[config.mk]
export PLATFORM = sky130hd
export DESIGN_NAME = table_driven_char_dfa_top_flat
export DESIGN_NICKNAME = d
export VERILOG_FILES = /design/src/design/tdcdfa_pkg.sv /design/src/design/tdcdfa_if.sv /design/src/design/tdcdfa_ram.sv /design/src/design/tdcdfa_front.sv /design/src/design/tdcdfa_back.sv /design/src/design/table_driven_char_dfa_top.sv /design/src/flat_wrapper.sv
export VERILOG_INCLUDE_DIRS = /design/src /design/src/design
export SDC_FILE = /design/constraint.sdc
export NUM_CORES = 2
export LEC_CHECK = 0
export BUFFER_PORTS_ARGS = -buffer_cell sky130_fd_sc_hd__buf_2
export CORE_MARGIN = 3
export CORE_UTILIZATION = 30
export DETAILED_ROUTE_END_ITERATION = 16
export GPL_ROUTABILITY_DRIVEN = 0
export PLACE_DENSITY_LB_ADDON = 0.25
export SLEW_MARGIN = 20
export SYNTH_ARGS = -nofsm -noshare
export SYNTH_HDL_FRONTEND = slang
export SYNTH_SLANG_ARGS = --single-unit
[constraint.sdc]
create_clock -name clk_i -period 11.1 [get_ports clk_i]
set_clock_uncertainty 0.2 [all_clocks]
set_input_delay 2.22 -clock clk_i [delete_from_list [all_inputs] [get_ports clk_i]]
set_output_delay 2.22 -clock clk_i [all_outputs]
set_load 0.05 [all_outputs]
[src/design/table_driven_char_dfa_top_assert.svh]
// Assertion macros shared by the table-driven character DFA modules.
`ifndef TABLE_DRIVEN_CHAR_DFA_TOP_ASSERT_SVH
`define TABLE_DRIVEN_CHAR_DFA_TOP_ASSERT_SVH

// Consequent must hold in the same cycle as the antecedent.
`define TDCDFA_ASSERT_IMP(lbl, clk, rst_n, ante, cons) \
  lbl: assert property (@(posedge clk) disable iff (!rst_n) (ante) |-> (cons)) \
    else $error("tdcdfa assertion failed");

// Consequent must hold in the cycle after the antecedent.
`define TDCDFA_ASSERT_NXT(lbl, clk, rst_n, ante, cons) \
  lbl: assert property (@(posedge clk) disable iff (!rst_n) (ante) |=> (cons)) \
    else $error("tdcdfa assertion failed");

`endif

[src/design/tdcdfa_pkg.sv]
// Types, codes and the symbol matcher of the table-driven character DFA.
package tdcdfa_pkg;

  localparam logic [1:0] REQ_SYMBOL = 2'd0;
  localparam logic [1:0] REQ_WRITE  = 2'd1;
  localparam logic [1:0] REQ_FORCE  = 2'd2;

  localparam logic [8:0] CODE_END   = 9'd257;
  localparam logic [8:0] CODE_LWS   = 9'd258;
  localparam logic [8:0] CODE_ALPHA = 9'd259;
  localparam logic [8:0] CODE_DIGIT = 9'd260;
  localparam logic [8:0] CODE_HEX   = 9'd261;
  localparam logic [8:0] CODE_ANY   = 9'd262;
  localparam logic [8:0] CODE_WORD  = 9'd263;

  localparam logic [7:0] CH_TAB   = 8'h09;
  localparam logic [7:0] CH_LF    = 8'h0A;
  localparam logic [7:0] CH_VT    = 8'h0B;
  localparam logic [7:0] CH_FF    = 8'h0C;
  localparam logic [7:0] CH_CR    = 8'h0D;
  localparam logic [7:0] CH_SPACE = 8'h20;
  localparam logic [7:0] CH_UNDER = 8'h5F;

  localparam logic [3:0] RESET_STATE = 4'd0;

  typedef enum logic [1:0] {
    OP_SYMBOL = 2'd0,
    OP_WRITE  = 2'd1,
    OP_FORCE  = 2'd2
  } op_e;

  typedef struct packed {
    op_e        op;
    logic [8:0] symbol;
    logic [3:0] state;
    logic [2:0] entry;
    logic       enable;
    logic [8:0] code;
    logic [3:0] next;
    logic       self;
    logic [7:0] action;
  } cmd_t;

  typedef struct packed {
    logic [8:0] code;
    logic       self;
    logic [3:0] next;
    logic [7:0] action;
  } entry_t;

  localparam int unsigned ENTRY_W = $bits(entry_t);

  function automatic logic entry_match(logic [8:0] sym, logic [8:0] code);
    logic [7:0] c;
    logic       is_byte;
    logic       alpha;
    logic       digit;
    logic       hex;
    logic       lws;
    logic       m;
    c       = sym[7:0];
    is_byte = !sym[8];
    alpha   = (c >= 8'h41 && c <= 8'h5A) || (c >= 8'h61 && c <= 8'h7A);
    digit   = (c >= 8'h30 && c <= 8'h39);
    hex     = digit || (c >= 8'h61 && c <= 8'h66) || (c >= 8'h41 && c <= 8'h46);
    lws     = (c == CH_SPACE) || (c == CH_TAB) || (c == CH_CR) || (c == CH_LF) ||
              (c == CH_FF) || (c == CH_VT);
    case (code)
      CODE_LWS:   m = is_byte && lws;
      CODE_ALPHA: m = is_byte && alpha;
      CODE_DIGIT: m = is_byte && digit;
      CODE_HEX:   m = is_byte && hex;
      CODE_ANY:   m = is_byte;
      CODE_WORD:  m = is_byte && (alpha || digit || c == CH_UNDER);
      default:    m = (code <= CODE_END) && (sym == code);
    endcase
    return m;
  endfunction

endpackage

[src/design/tdcdfa_if.sv]
// Valid/ready channel interfaces for request items and result items.
interface tdcdfa_in_if;
  logic       valid;
  logic       ready;
  logic [1:0] req_type;
  logic [8:0] symbol;
  logic [3:0] state_index;
  logic [2:0] entry_index;
  logic       entry_enable;
  logic [8:0] entry_code;
  logic [3:0] entry_next;
  logic       entry_self;
  logic [7:0] entry_action;

  modport source (
    output valid, req_type, symbol, state_index, entry_index, entry_enable,
           entry_code, entry_next, entry_self, entry_action,
    input  ready
  );
  modport sink (
    input  valid, req_type, symbol, state_index, entry_index, entry_enable,
           entry_code, entry_next, entry_self, entry_action,
    output ready
  );
endinterface

interface tdcdfa_out_if;
  logic       valid;
  logic       ready;
  logic       matched;
  logic [3:0] prior_state;
  logic [3:0] next_state;
  logic [7:0] action_index;
  logic [8:0] symbol_echo;

  modport source (
    output valid, matched, prior_state, next_state, action_index, symbol_echo,
    input  ready
  );
  modport sink (
    input  valid, matched, prior_state, next_state, action_index, symbol_echo,
    output ready
  );
endinterface

[src/design/tdcdfa_ram.sv]
// Generic single-write, single-read RAM with registered read data.
module tdcdfa_ram #(
  parameter int unsigned WIDTH = 8,
  parameter int unsigned DEPTH = 16,
  localparam int unsigned AW = (DEPTH > 1) ? $clog2(DEPTH) : 1
) (
  input  logic             clk_i,
  input  logic             we_i,
  input  logic [AW-1:0]    waddr_i,
  input  logic [WIDTH-1:0] wdata_i,
  input  logic             re_i,
  input  logic [AW-1:0]    raddr_i,
  output logic [WIDTH-1:0] rdata_o
);

  logic [WIDTH-1:0] mem_q [DEPTH];
  logic [WIDTH-1:0] rdata_q;

  always_ff @(posedge clk_i) begin
    if (we_i) begin
      mem_q[waddr_i] <= wdata_i;
    end
    if (re_i) begin
      rdata_q <= mem_q[raddr_i];
    end
  end

  assign rdata_o = rdata_q;

endmodule

[src/design/tdcdfa_front.sv]
// Front end: accepts request items, drops ignored ones and queues commands.
`include "table_driven_char_dfa_top_assert.svh"

module tdcdfa_front #(
  parameter int unsigned NUM_STATES  = 16,
  parameter int unsigned MAX_ENTRIES = 8
) (
  input  logic              clk_i,
  input  logic              rst_ni,
  tdcdfa_in_if.sink         in_i,
  output logic              cmd_valid_o,
  input  logic              cmd_ready_i,
  output tdcdfa_pkg::cmd_t  cmd_o
);

  localparam logic [1:0] FIFO_FULL = 2'd2;

  tdcdfa_pkg::cmd_t slot_q [2];
  tdcdfa_pkg::cmd_t new_cmd;
  logic             wptr_q;
  logic             rptr_q;
  logic [1:0]       count_q;
  logic [1:0]       count_d;
  logic             keep;
  logic             push;
  logic             pop;
  logic             state_ok;
  logic             entry_ok;

  always_comb begin
    state_ok = 32'(in_i.state_index) < NUM_STATES;
    entry_ok = 32'(in_i.entry_index) < MAX_ENTRIES;

    new_cmd.op     = tdcdfa_pkg::OP_SYMBOL;
    new_cmd.symbol = in_i.symbol;
    new_cmd.state  = in_i.state_index;
    new_cmd.entry  = in_i.entry_index;
    new_cmd.enable = in_i.entry_enable;
    new_cmd.code   = in_i.entry_code;
    new_cmd.next   = in_i.entry_next;
    new_cmd.self   = in_i.entry_self;
    new_cmd.action = in_i.entry_action;

    unique case (in_i.req_type)
      tdcdfa_pkg::REQ_SYMBOL: begin
        keep = 1'b1;
      end
      tdcdfa_pkg::REQ_WRITE: begin
        new_cmd.op = tdcdfa_pkg::OP_WRITE;
        keep       = state_ok && entry_ok;
      end
      tdcdfa_pkg::REQ_FORCE: begin
        new_cmd.op = tdcdfa_pkg::OP_FORCE;
        keep       = state_ok;
      end
      default: begin
        keep = 1'b0;
      end
    endcase
  end

  assign in_i.ready  = (count_q != FIFO_FULL);
  assign push        = in_i.valid && in_i.ready && keep;
  assign cmd_valid_o = (count_q != 2'd0);
  assign pop         = cmd_valid_o && cmd_ready_i;
  assign cmd_o       = slot_q[rptr_q];

  always_comb begin
    count_d = count_q;
    if (push && !pop) begin
      count_d = count_q + 2'd1;
    end else if (pop && !push) begin
      count_d = count_q - 2'd1;
    end
  end

  always_ff @(posedge clk_i or negedge rst_ni) begin
    if (!rst_ni) begin
      wptr_q  <= 1'b0;
      rptr_q  <= 1'b0;
      count_q <= 2'd0;
    end else begin
      count_q <= count_d;
      if (push) begin
        wptr_q <= !wptr_q;
      end
      if (pop) begin
        rptr_q <= !rptr_q;
      end
    end
  end

  always_ff @(posedge clk_i) begin
    if (push) begin
      slot_q[wptr_q] <= new_cmd;
    end
  end

  `TDCDFA_ASSERT_NXT(a_push_count, clk_i, rst_ni, push && !pop, count_q == $past(count_q) + 2'd1)
  `TDCDFA_ASSERT_NXT(a_pop_count, clk_i, rst_ni, pop && !push, count_q == $past(count_q) - 2'd1)
  `TDCDFA_ASSERT_IMP(a_count_bound, clk_i, rst_ni, 1'b1, count_q != 2'd3)

endmodule

[src/design/tdcdfa_back.sv]
// Back end: executes table writes, state forces and symbol lookups.
`include "table_driven_char_dfa_top_assert.svh"

module tdcdfa_back #(
  parameter int unsigned NUM_STATES  = 16,
  parameter int unsigned MAX_ENTRIES = 8
) (
  input  logic             clk_i,
  input  logic             rst_ni,
  input  logic             cfg_we_i,
  input  logic [3:0]       cfg_wdata_i,
  input  logic             cmd_valid_i,
  output logic             cmd_ready_o,
  input  tdcdfa_pkg::cmd_t cmd_i,
  tdcdfa_out_if.source     out_o
);

  localparam int unsigned SW = $clog2(NUM_STATES);
  localparam int unsigned EW = (MAX_ENTRIES > 1) ? $clog2(MAX_ENTRIES) : 1;

  typedef enum logic [1:0] {
    ST_IDLE = 2'b01,
    ST_LOOK = 2'b10
  } state_e;

  typedef struct packed {
    logic       matched;
    logic [3:0] prior_state;
    logic [3:0] next_state;
    logic [7:0] action_index;
    logic [8:0] symbol_echo;
  } res_t;

  state_e                 state_q;
  state_e                 state_d;
  logic [3:0]             cur_state_q;
  logic [3:0]             cur_state_d;
  logic [3:0]             init_state_q;
  logic                   boot_q;
  logic [8:0]             sym_q;
  logic [MAX_ENTRIES-1:0] en_q [NUM_STATES];
  logic [MAX_ENTRIES-1:0] row_en;
  tdcdfa_pkg::entry_t     rd_data [MAX_ENTRIES];
  tdcdfa_pkg::entry_t     wr_entry;
  tdcdfa_pkg::entry_t     pick;
  logic                   hit;
  logic                   out_valid_q;
  logic                   out_valid_d;
  res_t                   res_q;
  res_t                   res_d;
  logic                   pop;
  logic                   wr_en;
  logic                   sym_re;
  logic                   load_out;
  logic [SW-1:0]          rd_row;
  logic [SW-1:0]          wr_row;
  logic [EW-1:0]          wr_col;

  assign cmd_ready_o = (state_q == ST_IDLE) && !boot_q;
  assign pop         = cmd_valid_i && cmd_ready_o;
  assign wr_en       = pop && (cmd_i.op == tdcdfa_pkg::OP_WRITE);
  assign sym_re      = pop && (cmd_i.op == tdcdfa_pkg::OP_SYMBOL);
  assign rd_row      = SW'(cur_state_q);
  assign wr_row      = SW'(cmd_i.state);
  assign wr_col      = EW'(cmd_i.entry);
  assign wr_entry    = '{code: cmd_i.code, self: cmd_i.self, next: cmd_i.next,
                         action: cmd_i.action};
  assign load_out    = (state_q == ST_LOOK) && (!out_valid_q || out_o.ready);

  for (genvar b = 0; b < MAX_ENTRIES; b++) begin : g_bank
    logic [tdcdfa_pkg::ENTRY_W-1:0] rdata;

    tdcdfa_ram #(
      .WIDTH(tdcdfa_pkg::ENTRY_W),
      .DEPTH(NUM_STATES)
    ) u_ram (
      .clk_i  (clk_i),
      .we_i   (wr_en && (int'(cmd_i.entry) == b)),
      .waddr_i(wr_row),
      .wdata_i(wr_entry),
      .re_i   (sym_re),
      .raddr_i(rd_row),
      .rdata_o(rdata)
    );

    assign rd_data[b] = tdcdfa_pkg::entry_t'(rdata);
  end

  // The first enabled entry of the row that matches the symbol wins.
  always_comb begin
    row_en = en_q[rd_row];
    hit    = 1'b0;
    pick   = rd_data[0];
    for (int i = 0; i < MAX_ENTRIES; i++) begin
      if (!hit && row_en[i] && tdcdfa_pkg::entry_match(sym_q, rd_data[i].code)) begin
        hit  = 1'b1;
        pick = rd_data[i];
      end
    end
  end

  always_comb begin
    state_d     = state_q;
    cur_state_d = cur_state_q;
    out_valid_d = out_valid_q && !out_o.ready;

    res_d.matched      = hit;
    res_d.prior_state  = cur_state_q;
    res_d.next_state   = (hit && !pick.self) ? pick.next : cur_state_q;
    res_d.action_index = hit ? pick.action : 8'd0;
    res_d.symbol_echo  = sym_q;

    // The current state takes the initial-state register in the boot cycle that follows reset.
    if (boot_q) begin
      cur_state_d = init_state_q;
    end

    unique case (state_q)
      ST_IDLE: begin
        if (sym_re) begin
          state_d = ST_LOOK;
        end else if (pop && (cmd_i.op == tdcdfa_pkg::OP_FORCE)) begin
          cur_state_d = cmd_i.state;
        end
      end
      ST_LOOK: begin
        if (load_out) begin
          cur_state_d = res_d.next_state;
          out_valid_d = 1'b1;
          state_d     = ST_IDLE;
        end
      end
      default: begin
        state_d = ST_IDLE;
      end
    endcase
  end

  always_ff @(posedge clk_i or negedge rst_ni) begin
    if (!rst_ni) begin
      state_q      <= ST_IDLE;
      cur_state_q  <= tdcdfa_pkg::RESET_STATE;
      init_state_q <= tdcdfa_pkg::RESET_STATE;
      boot_q       <= 1'b1;
      out_valid_q  <= 1'b0;
      for (int r = 0; r < NUM_STATES; r++) begin
        en_q[r] <= '0;
      end
    end else begin
      state_q     <= state_d;
      cur_state_q <= cur_state_d;
      boot_q      <= 1'b0;
      out_valid_q <= out_valid_d;
      if (cfg_we_i) begin
        init_state_q <= cfg_wdata_i;
      end
      if (wr_en) begin
        en_q[wr_row][wr_col] <= cmd_i.enable;
      end
    end
  end

  always_ff @(posedge clk_i) begin
    if (sym_re) begin
      sym_q <= cmd_i.symbol;
    end
    if (load_out) begin
      res_q <= res_d;
    end
  end

  assign out_o.valid        = out_valid_q;
  assign out_o.matched      = res_q.matched;
  assign out_o.prior_state  = res_q.prior_state;
  assign out_o.next_state   = res_q.next_state;
  assign out_o.action_index = res_q.action_index;
  assign out_o.symbol_echo  = res_q.symbol_echo;

  `TDCDFA_ASSERT_NXT(a_look_done, clk_i, rst_ni, state_q == ST_LOOK && !out_valid_q, state_q == ST_IDLE && out_valid_q)
  `TDCDFA_ASSERT_NXT(a_miss_keeps, clk_i, rst_ni, load_out && !hit, cur_state_q == $past(cur_state_q))
  `TDCDFA_ASSERT_NXT(a_prior_state, clk_i, rst_ni, load_out, out_o.prior_state == $past(cur_state_q))

endmodule

[src/design/table_driven_char_dfa_top.sv]
// Top level of the table-driven character DFA with character classes.
//
// Requests enter on in_i and results leave on out_o; both are valid/ready
// channels, and a transfer happens on a clock edge with valid and ready high.
// A symbol request looks up the enabled entries of the current state and
// returns exactly one result; write and force requests and ignored requests
// return nothing. A two-entry queue separates the front end from the back end.
// For a symbol the back end first reads the whole row of entries from the
// per-position banks, then picks the first match and updates the state.
// Writes and forces complete when the back end takes them from the queue.
// Reset clears all entry enables at once and sets the current state to zero;
// cfg_we_i writes the initial-state register. While out_o is stalled the
// result holds, the back end stops after its lookup and the queue keeps
// taking requests until it is full.
module table_driven_char_dfa_top #(
  parameter int unsigned NUM_STATES  = 16,
  parameter int unsigned MAX_ENTRIES = 8
) (
  input  logic         clk_i,
  input  logic         rst_ni,
  input  logic         cfg_we_i,
  input  logic [3:0]   cfg_wdata_i,
  tdcdfa_in_if.sink    in_i,
  tdcdfa_out_if.source out_o
);

  logic             cmd_valid;
  logic             cmd_ready;
  tdcdfa_pkg::cmd_t cmd;

  tdcdfa_front #(
    .NUM_STATES (NUM_STATES),
    .MAX_ENTRIES(MAX_ENTRIES)
  ) u_front (
    .clk_i      (clk_i),
    .rst_ni     (rst_ni),
    .in_i       (in_i),
    .cmd_valid_o(cmd_valid),
    .cmd_ready_i(cmd_ready),
    .cmd_o      (cmd)
  );

  tdcdfa_back #(
    .NUM_STATES (NUM_STATES),
    .MAX_ENTRIES(MAX_ENTRIES)
  ) u_back (
    .clk_i      (clk_i),
    .rst_ni     (rst_ni),
    .cfg_we_i   (cfg_we_i),
    .cfg_wdata_i(cfg_wdata_i),
    .cmd_valid_i(cmd_valid),
    .cmd_ready_o(cmd_ready),
    .cmd_i      (cmd),
    .out_o      (out_o)
  );

endmodule
[src/flat_wrapper.sv]
// flat-port wrapper written by rule: the top's interface ports become plain ports
module table_driven_char_dfa_top_flat 
#(
  parameter int unsigned NUM_STATES  = 16,
  parameter int unsigned MAX_ENTRIES = 8
)
  (clk_i, rst_ni, cfg_we_i, cfg_wdata_i, in_i_valid, in_i_req_type, in_i_symbol, in_i_state_index, in_i_entry_index, in_i_entry_enable, in_i_entry_code, in_i_entry_next, in_i_entry_self, in_i_entry_action, in_i_ready, out_o_valid, out_o_matched, out_o_prior_state, out_o_next_state, out_o_action_index, out_o_symbol_echo, out_o_ready);
  tdcdfa_in_if in_i_i ();
  tdcdfa_out_if out_o_i ();
  input  logic clk_i;
  input  logic rst_ni;
  input  logic cfg_we_i;
  input  logic [3:0] cfg_wdata_i;
  input wire logic [$bits(in_i_i.valid)-1:0] in_i_valid;
  input wire logic [$bits(in_i_i.req_type)-1:0] in_i_req_type;
  input wire logic [$bits(in_i_i.symbol)-1:0] in_i_symbol;
  input wire logic [$bits(in_i_i.state_index)-1:0] in_i_state_index;
  input wire logic [$bits(in_i_i.entry_index)-1:0] in_i_entry_index;
  input wire logic [$bits(in_i_i.entry_enable)-1:0] in_i_entry_enable;
  input wire logic [$bits(in_i_i.entry_code)-1:0] in_i_entry_code;
  input wire logic [$bits(in_i_i.entry_next)-1:0] in_i_entry_next;
  input wire logic [$bits(in_i_i.entry_self)-1:0] in_i_entry_self;
  input wire logic [$bits(in_i_i.entry_action)-1:0] in_i_entry_action;
  output wire logic [$bits(in_i_i.ready)-1:0] in_i_ready;
  output wire logic [$bits(out_o_i.valid)-1:0] out_o_valid;
  output wire logic [$bits(out_o_i.matched)-1:0] out_o_matched;
  output wire logic [$bits(out_o_i.prior_state)-1:0] out_o_prior_state;
  output wire logic [$bits(out_o_i.next_state)-1:0] out_o_next_state;
  output wire logic [$bits(out_o_i.action_index)-1:0] out_o_action_index;
  output wire logic [$bits(out_o_i.symbol_echo)-1:0] out_o_symbol_echo;
  input wire logic [$bits(out_o_i.ready)-1:0] out_o_ready;
  assign in_i_i.valid = in_i_valid;
  assign in_i_i.req_type = in_i_req_type;
  assign in_i_i.symbol = in_i_symbol;
  assign in_i_i.state_index = in_i_state_index;
  assign in_i_i.entry_index = in_i_entry_index;
  assign in_i_i.entry_enable = in_i_entry_enable;
  assign in_i_i.entry_code = in_i_entry_code;
  assign in_i_i.entry_next = in_i_entry_next;
  assign in_i_i.entry_self = in_i_entry_self;
  assign in_i_i.entry_action = in_i_entry_action;
  assign in_i_ready = in_i_i.ready;
  assign out_o_valid = out_o_i.valid;
  assign out_o_matched = out_o_i.matched;
  assign out_o_prior_state = out_o_i.prior_state;
  assign out_o_next_state = out_o_i.next_state;
  assign out_o_action_index = out_o_i.action_index;
  assign out_o_symbol_echo = out_o_i.symbol_echo;
  assign out_o_i.ready = out_o_ready;
  table_driven_char_dfa_top #(.NUM_STATES(NUM_STATES), .MAX_ENTRIES(MAX_ENTRIES)) u_core (.clk_i(clk_i), .rst_ni(rst_ni), .cfg_we_i(cfg_we_i), .cfg_wdata_i(cfg_wdata_i), .in_i(in_i_i), .out_o(out_o_i));
endmodule
==> results.txt <==
layout cell share with drive strength beyond 1 -> 0.3234
Clk Tree Root Cell -> clkbuf_16
clk slew on worst S/H paths -> 60 ps
synth cell count leaders -> edfxtp_1, mux4_2, clkbuf_1, nor2_1, mux2_2
cell leakage power -> 44.53 nW
via count -> 58.93k
Seq/Total Area, Yosys -> 0.7764
Cells after Synth -> 5,401
Horiz. Die Dim -> 651.2 microns
clock buffer depth -> 4
WL final -> 353,800 microns
Post-Syn Nets -> 5,454
Synth area leaders -> edfxtp_1, mux4_2, dfrtp_1
vias in the first global route -> 60.76k
total gr overflow -> 0
worst setup path startpoint -> u_core.u_back.cur_state_q[1]
die area -> 424,100 sq um
CTS tree -> built
Worst Setup EP -> u_core.u_back.cur_state_q[2]
final hold violations -> 0
Crit Reg-Reg Endpoint -> u_core.u_back.cur_state_q[2]
# fillers -> 38.23k
crit path kind -> reg -> reg
CP required -> 11,730 ps
reg-to-reg startpoint -> u_core.u_back.cur_state_q[1]
Die H -> 651.2 microns
largest net degree at the start of global routing -> 148
Iter 0 DRT Violations -> 6,255
CTS sink cnt -> 3,253
num ports -> 78
Max VDD drop -> 0.0001835 V
area leader, netlist -> edfxtp_1
setup bufs post-CTS -> 0
dpl hpwl -> 197,700 microns
CTS Hold Bufs -> 0
Num CTS Buffers -> 345
hold_ws -> 302.4 ps
Worst-Skew Late Latency -> 950 ps
Synth Warn # -> 0
Tmin final -> 5858 ps
CP Capture Type -> flop
Resize count post-CTS -> 0
initial antenna violation count -> 25
share of the synthesized area in the top cell type -> 0.7476
vias per inst -> 5.114
Area Overhead vs Synth -> 16.02%
Pre-antenna DRT Iters -> 5
status -> complete, no violations
min-delay worst type -> reg -> reg
row count -> 236
worst reg2reg setup slack -> 5240 ps
I/O Buffers -> 77
final slew viol count -> 0
fraction of registers with async set/reset -> 0.04427
RSZ-0062 raised after global routing -> false
core area -> 414,000 sq um
Nets -> 5,790
CP Launch Type -> flop
Syn Area/Cell -> 23.12 sq um
final setup TNS -> 0 ps
Distinct cells, synth -> 76
Synth Flop Type -> edfxtp_1
synthesized cell area -> 124,900 sq um
maximum clock frequency -> 170.7 MHz
actual slew at the worst max-slew pin -> 1211 ps
gr usage total -> 0.1638
Worst Path Max Fanout -> 134
post-synthesis sequential element count -> 3,253
global-route wire length before repair -> 491,300 microns
critical path data arrival time -> 6480 ps
count leader, synth -> edfxtp_1
initial core utilization -> 0.3017
Post-synth EDFFs -> 3,109
Slew HR -> 0.1839
# setup viols final -> 0
Power Dens Cells -> 243.4 nW/um^2
H-Tree Depth -> 5
R2R depth -> 12
post-route ant nets -> 0
period utilization -> 0.5278
max_cap viols -> 0
DR WL/cell -> 30.70 microns
DRC -> 0
[state kept, by name, indices dropped and copies added (netlist names), 2 cells and up]
| register | cells |
|---|---|
| u_core.u_back.out_o.symbol_echo | 9 |
| u_core.u_back.g_bank.u_ram.mem_q | 2816 |
| u_core.u_front.count_q | 2 |
| u_core.u_back.state_q | 2 |
| u_core.u_back.init_state_q | 4 |
| u_core.u_back.out_o.prior_state | 4 |
| u_core.u_back.sym_q | 9 |
| u_core.u_back.g_bank.u_ram.rdata_o | 176 |
| u_core.u_back.out_o.next_state | 4 |
| u_core.u_front.slot_q | 82 |
| u_core.u_back.cur_state_q | 4 |
| u_core.u_back.out_o.action_index | 8 |
| u_core.u_back.en_q | 128 |
[metal layers]
metal	vias to the layer above	part of all wire	GRT usage
li1	23719	-	-
met1	32862	0.42	0.2215
met2	1862	0.49	0.2714
met3	488	0.055	0.02226
met4	2	0.035	0.05700
met5	-	0.000037	0
[power by group]
part / switching, mW / leakage, nW / internal (mW)
logic: 5.08 / 9.26 / 3.35
registers: 0.475 / 29.9 / 15.1
clock network: 4.79 / 5.32 / 6.43
[kinds of logic after synthesis]
logic type / synth area share
AO/OA/AOI/OAI: 0.01281
XOR/XNOR: 0.005260
adder cells (fa/ha/maj): 0.0003006
buffers and inverters: 0.009277
flip-flops: 0.7764
multiplexers: 0.1786
other: 0.00003003
AND/OR/NAND/NOR: 0.01731
[per-stage QoR]
stage / std cells / setup slack [ps] / power [mW] / instance area [sq um] / util
5_1_grt: 11520 / 4923 / 36.57 / 144900 / 0.3500
4_1_cts: 11485 / 5243 / 35.73 / 144600 / 0.3492
2_1_floorplan: 5401 / 1340 / 21.16 / 124900 / -
6_report: 11523 / 5242 / 35.27 / 144900 / 0.3500
3_5_place_dp: 10854 / 5266 / 24.48 / 133600 / 0.3228
3_3_place_gp: 10842 / 5250 / 24.33 / 133300 / 0.3221
[how the worst min path moves through the flow]
stage	endpoint	slack (ps)	startpoint	depth (start not counted)
finish	u_core.u_back.en_q[11]	300	u_core.u_back.en_q[11]	1
global route	u_core.u_back.en_q[20]	310	u_core.u_back.en_q[20]	1
CTS	u_core.u_front.count_q[1]	300	u_core.u_front.count_q[1]	1
detailed placement	u_core.u_front.count_q[1]	290	u_core.u_front.count_q[1]	1
global placement	u_core.u_back.en_q[23]	280	u_core.u_back.en_q[23]	1
floorplan	u_core.u_back.out_o.prior_state[1]	220	u_core.u_back.cur_state_q[1]	0
[cells in the final DEF, fill, tap and decap left out, drive strengths merged, types with 16 or more instances in the layout]
master | synthesis | final
clkbuf | 197 | 454
nand2 | 108 | 108
mux4 | 893 | 893
bufinv | 0 | 22
a21oi | 29 | 29
edfxtp | 3109 | 3109
nor2 | 172 | 172
dfrtp | 142 | 142
a31oi | 25 | 25
buf | 78 | 264
diode | 0 | 28
clkinv | 0 | 134
nor3 | 25 | 25
o21ai | 42 | 42
nor2b | 25 | 25
nand3 | 28 | 28
nand2b | 16 | 16
o211ai | 24 | 24
mux2i | 31 | 31
inv | 19 | 32
xor2 | 25 | 25
xnor2 | 50 | 50
a211oi | 24 | 24
mux2 | 167 | 167
[critical path, stage by stage (launching register included)]
cell	delay [ps]
dfrtp_4	1090
buf_12	560
buf_4	930
mux4_2	420
a22oi_1	190
nand3_1	150
nand3_1	160
a21oi_1	180
or3_1	500
or3_4	380
o32a_2	260
a41oi_1	240
o21ai_1	120
[cell type report]
| type | count | area, sq um | share of cell area |
|---|---|---|---|
| Inverter | 19 | 71.32 | 0.0004922 |
| Sequential cell | 3253 | 96980 | 0.6693 |
| Multi-Input combinational cell | 1854 | 27700 | 0.1912 |
| Clock buffer | 454 | 9280 | 0.06405 |
| Tap cell | 5474 | 6849 | 0.04727 |
| Clock inverter | 177 | 1653 | 0.01141 |
| Timing Repair Buffer | 264 | 2288 | 0.01579 |
| Antenna cell | 28 | 70.07 | 0.0004836 |
Note: power is estimated with default switching activity, not from simulation.
